### config.mk
export PLATFORM = sky130hd
export DESIGN_NAME = asls_div
export DESIGN_NICKNAME = d
export VERILOG_FILES = /design/src/rtl/core/asls_div.sv
export SDC_FILE = /design/constraint.sdc
export NUM_CORES = 1
export LEC_CHECK = 0
export BUFFER_PORTS_ARGS = -buffer_cell sky130_fd_sc_hd__buf_2
export CAP_MARGIN = 5
export CORE_UTILIZATION = 50
export CTS_BUF_LIST = sky130_fd_sc_hd__clkbuf_8
export DETAILED_ROUTE_END_ITERATION = 16
export GPL_TIMING_DRIVEN = 0
export PLACE_DENSITY = 0.66
export SYNTH_ARGS = -nofsm -noshare
export SYNTH_HDL_FRONTEND = slang
export SYNTH_SLANG_ARGS = --single-unit
### constraint.sdc
create_clock -name clk -period 6.95 [get_ports clk]
set_clock_uncertainty 0.15 [all_clocks]
set_input_delay 1.7375 -clock clk [delete_from_list [all_inputs] [get_ports clk]]
set_output_delay 1.7375 -clock clk [all_outputs]
set_load 0.01 [all_outputs]
### src/rtl/core/asls_div.sv
// Pipelined restoring divider, one quotient bit per stage, tag carried along.
`timescale 1ns / 1ps

module asls_div #(
    parameter int DW = 23,
    parameter int VW = 11,
    parameter int TW = 1
) (
    input  logic          clk,
    input  logic          rst_n,
    input  logic          en,
    input  logic          in_valid,
    input  logic [DW-1:0] dividend,
    input  logic [VW-1:0] divisor,
    input  logic [TW-1:0] in_tag,
    output logic          out_valid,
    output logic [DW-1:0] quotient,
    output logic [TW-1:0] out_tag
);

    logic          v_reg   [DW];
    logic [VW-1:0] rem_reg [DW];
    logic [DW-1:0] q_reg   [DW];
    logic [VW-1:0] d_reg   [DW];
    logic [TW-1:0] tag_reg [DW];

    for (genvar k = 0; k < DW; k++) begin : g_stage
        logic          v_in;
        logic [VW-1:0] r_in;
        logic [DW-1:0] q_in;
        logic [VW-1:0] d_in;
        logic [TW-1:0] t_in;
        logic [VW:0]   trial;
        logic [VW:0]   diff;
        logic          ge;

        if (k == 0) begin : g_first
            assign v_in = in_valid;
            assign r_in = '0;
            assign q_in = dividend;
            assign d_in = divisor;
            assign t_in = in_tag;
        end
        else begin : g_next
            assign v_in = v_reg[k-1];
            assign r_in = rem_reg[k-1];
            assign q_in = q_reg[k-1];
            assign d_in = d_reg[k-1];
            assign t_in = tag_reg[k-1];
        end

        assign trial = {r_in, q_in[DW-1]};
        assign diff  = trial - {1'b0, d_in};
        assign ge    = (trial >= {1'b0, d_in});

        always_ff @(posedge clk or negedge rst_n)
        begin
            if (!rst_n)
            begin
                v_reg[k] <= 1'b0;
            end
            else if (en)
            begin
                v_reg[k] <= v_in;
            end
        end

        always_ff @(posedge clk)
        begin
            if (en)
            begin
                rem_reg[k] <= ge ? diff[VW-1:0] : trial[VW-1:0];
                q_reg[k]   <= {q_in[DW-2:0], ge};
                d_reg[k]   <= d_in;
                tag_reg[k] <= t_in;
            end
        end
    end

    assign out_valid = v_reg[DW-1];
    assign quotient  = q_reg[DW-1];
    assign out_tag   = tag_reg[DW-1];

endmodule
==> run summary <==
The final-layout fill cell count came out at a little over 7,000. The power density relative to cell area came out at 413 nW/µm². The final worst hold slack is about 0.25 ns. The flow ran to the end, and the final reports show no timing, DRC or antenna violations.

The internal power is 14.4 mW. The via count of the routed design came out at ~25,000. The count of routing violations after the opening detailed-route iteration came out at about 1,700. In this run the post-CTS setup repair buffer count came out at 0. The number of sinks handled by clock tree synthesis came out at approximately 1,100. The row count is 111. When the netlist entered floorplanning its net count stood at 3,429.

The number of levels the H-tree was split into is 4. The fraction of the cycle the final worst path needs is 0.606. Of the total power, registers draw 0.432. The count of synthesis-stage warnings from yosys came out at 0. The number of failing hold endpoints at the final stage came out at 0. In this run the clock root is driven by a clkbuf_8.

The distinct cell type count of the synthesized netlist is just over 60. The multi-input combinational cells in the finished layout cover a total of ~13,000 µm². The number of antenna violations at the first check in global routing came out at 2.

The kind of critical path is in2reg. The total global routing track utilization is 0.168. The via density per instance came out at roughly 5.3. The total CTS buffers came out at 177. The fraction of registers with async set or reset after synthesis is 0.0217. In this run the worst hold path is classified as reg2reg. The clock insertion delay at the later pin of the skew report came out at around 0.84 ns. The switching part of the total power came out at 0.320. The standby leakage power came out at about 20 nW.

Setup violations remaining at the end of the flow were counted as 0. The final max-slew violation count came out at 0. After detailed routing, the average wire length per cell comes to 16.4 µm. The via count of the first global-routing pass is about 26,000. The number of resized instances in the post-cts repair step came out at 0. The clock slew seen by the registers of the worst setup and hold paths is about 0.060 ns. After legalization and detailed placement, the total HPWL measured approximately 52,000 µm. The worst setup path is launched from an input port. The number of port buffers came out at 63. The summed negative setup slack over all endpoints is 0 ns. Buffers inserted to repair hold after CTS numbered 0. TritonCTS built the clock tree. The post-route antenna net violation count came out at 0. The synthesized area per cell is 14.8 µm². The largest driver fanout on the critical path came out at between 100 and 150.

The peak supply drop came out at ~190 µV. The gate count after technology mapping came out at about 3,100. The register bit total from synthesis came out at about 1,100. The buffer levels on the longest clock path came out at 3. For the worst setup path, the data required time is between 7 and 8 ns. For this run the aggregate overflow at the end of global routing stands at 0.

The data arrival time of the critical path is ~4.5 ns. The residual DRC count came out at 0. The I/O pin count is between 60 and 70. At the end of the flow, the number of nets in the layout was about 3,700.

The sequential cells in the finished layout cover a total of between 30,000 and 40,000 µm². Summed over all nets, the switching power comes to 6.79 mW. The number of flip-flops under the largest register name is roughly 530. The mapped netlist covers between 40,000 and 50,000 µm². The final critical-path required period came out at 4.21 ns. The proportion of power drawn by combinational gates came out at 0.329. The share of final-layout standard cells stronger than drive strength 1 is 0.137. The routed wire length came out at around 77,000 µm. The detailed-router iteration count before antenna repair is 7. The number of flops mapped to enable cells by yosys is ~1,000. The share of synthesized area occupied by flip-flops and latches came out at 0.687. The transition time at the pin with the least slew margin is between 0.7 and 0.8 ns. For this configuration, the core starts out at a cell density of 0.504. The top achievable clock speed is approximately 240 MHz. The relative area change from synthesis to final layout is 11.6%.

At the end of routability-driven placement, the weighted congestion stood at approximately 0.9. The area of the placeable core came out at 91,500 µm². The chip width is 306 µm. Setup repair after global routing left no endpoint under its margin. The number of max-capacitance violations reported came out at 0. Of the total power, the clock network draws 0.239. The largest net degree at the start of global routing is roughly 130. The die is between 300 and 400 µm tall. The endpoint kind of the worst setup timing path is a register.

The area of the die is between 90,000 and 100,000 µm². Measured against its own limit, the worst slew margin works out to 0.476. The first global-routing pass estimated 126,000 µm of wire.

The most frequently used flop master after synthesis is edfxtp_1.
power by group through the flow:
stage                     registers [mW]  logic (mW)  clock network [mW]
after global placement              9.47        6.67                   0
after CTS                           9.19        6.98                5.31
after global routing                9.29        7.79                5.57
final                               9.17        6.99                5.07
after detailed placement            9.31        6.93                   0
after floorplan                     9.07        5.39                   0
cell families after synthesis:
| family | Yosys count | share of synthesized area |
|---|---|---|
| AOI/OAI and AO/OA | 565 | 0.0820 |
| adders and majority gates | 265 | 0.0753 |
| xor gates and xnor gates | 153 | 0.0291 |
| and+or+nand+nor | 552 | 0.0556 |
| buffers and inverters | 364 | 0.0304 |
| DFF | 1059 | 0.687 |
| muxes | 167 | 0.0406 |
cells in the mapped netlist (all sizes together) (6+ instances only):
master   count  share of area
and2        37         0.0050
edfxtp    1036           0.67
or2          8         0.0011
ha         244          0.066
o21a        40         0.0065
nor2       251          0.020
o221ai      12         0.0023
mux2       140          0.035
nand4       20         0.0027
buf         30         0.0033
a41oi       17         0.0034
mux2i       27         0.0059
dfrtp       23          0.012
nor3        37         0.0040
nand2b      24         0.0033
nand3       32         0.0035
xor2        51         0.0097
a21oi      194          0.021
o31ai       15         0.0024
nor2b       32         0.0043
nand2       72         0.0059
and3        13         0.0018
inv        307          0.025
o21ai       84         0.0091
xnor2      102          0.019
o211ai      10         0.0016
a31oi       28         0.0054
a21boi      26         0.0042
o2111ai     24         0.0046
a211oi      13         0.0021
o41ai       14         0.0027
a21o        39         0.0063
a31o        12         0.0023
or3         20         0.0027
fa          21         0.0091
a41o         6         0.0013
clkbuf      27         0.0022
layer usage:
layer	vias up	GRT usage	routed length (µm)
met2	514	0.278	37800
li1	12200	-	-
met4	0	0.0783	2490
met1	12200	0.211	33900
met5	-	0	0
met3	184	0.0348	3010
cells in the final DEF, fill, tap and decap left out, types with 49 or more instances in the layout:
cell type,count
o21ai_0,78
clkinv_1,49
xnor2_1,102
ha_1,244
buf_2,80
clkbuf_8,179
nor2_1,251
xor2_1,51
mux2_2,132
inv_1,365
nand2_1,72
edfxtp_1,1036
a21oi_1,194
worst max-delay path, stage by stage:
cell and delay, ns:
buf_8 0.50, buf_16 0.51, buf_16 0.43, buf_16 0.42, buf_16 0.43
cell type report:
type                            instances  area share
Sequential cell                      1059       0.616
Multi-Input combinational cell       1702       0.253
Clock buffer                          179      0.0479
Tap cell                             1186      0.0288
Inverter                              307      0.0224
Clock inverter                        145      0.0161
Timing Repair Buffer                   71      0.0106
Buffer                                 57     0.00489
Antenna cell                            2   0.0000973
final timing paths:
| kind | start | to | slack (ns) | cells past startpoint |
|---|---|---|---|---|
| setup / recovery | en | q_reg[1][143]$_DFFE_PP_ | 2.74 | 5 |
| hold / removal | q_reg[2][75]$_DFFE_PP_ | q_reg[2][99]$_DFFE_PP_ | 0.25 | 0 |
| setup reg to reg | d_reg[0][44]$_DFFE_PP_ | rem_reg[2][16]$_DFFE_PP_ | 3.48 | 9 |
| hold reg to reg | q_reg[2][75]$_DFFE_PP_ | q_reg[2][99]$_DFFE_PP_ | 0.25 | 0 |
| max in group asynchronous | rst_n | g_stage[12].v_in$_DFFE_PN0P_ | 5.59 | 1 |
| min in group asynchronous | rst_n | g_stage[22].v_in$_DFFE_PN0P_ | 0.72 | 1 |
per-stage QoR:
stage | power, mW | setup slack [ns] | instances | utilization | instance area (µm²)
floorplan | 14.5 | 3.92 | 3125 | - | 46100
global placement | 16.1 | -12.62 | 4374 | 0.524 | 47900
detailed placement | 16.2 | 1.87 | 4382 | 0.526 | 48100
CTS | 21.5 | 2.80 | 4706 | 0.562 | 51400
global route | 22.6 | 2.59 | 4708 | 0.562 | 51400
finish | 21.2 | 2.74 | 4708 | 0.562 | 51400
No activity file was read; power rests on OpenSTA's default activity.
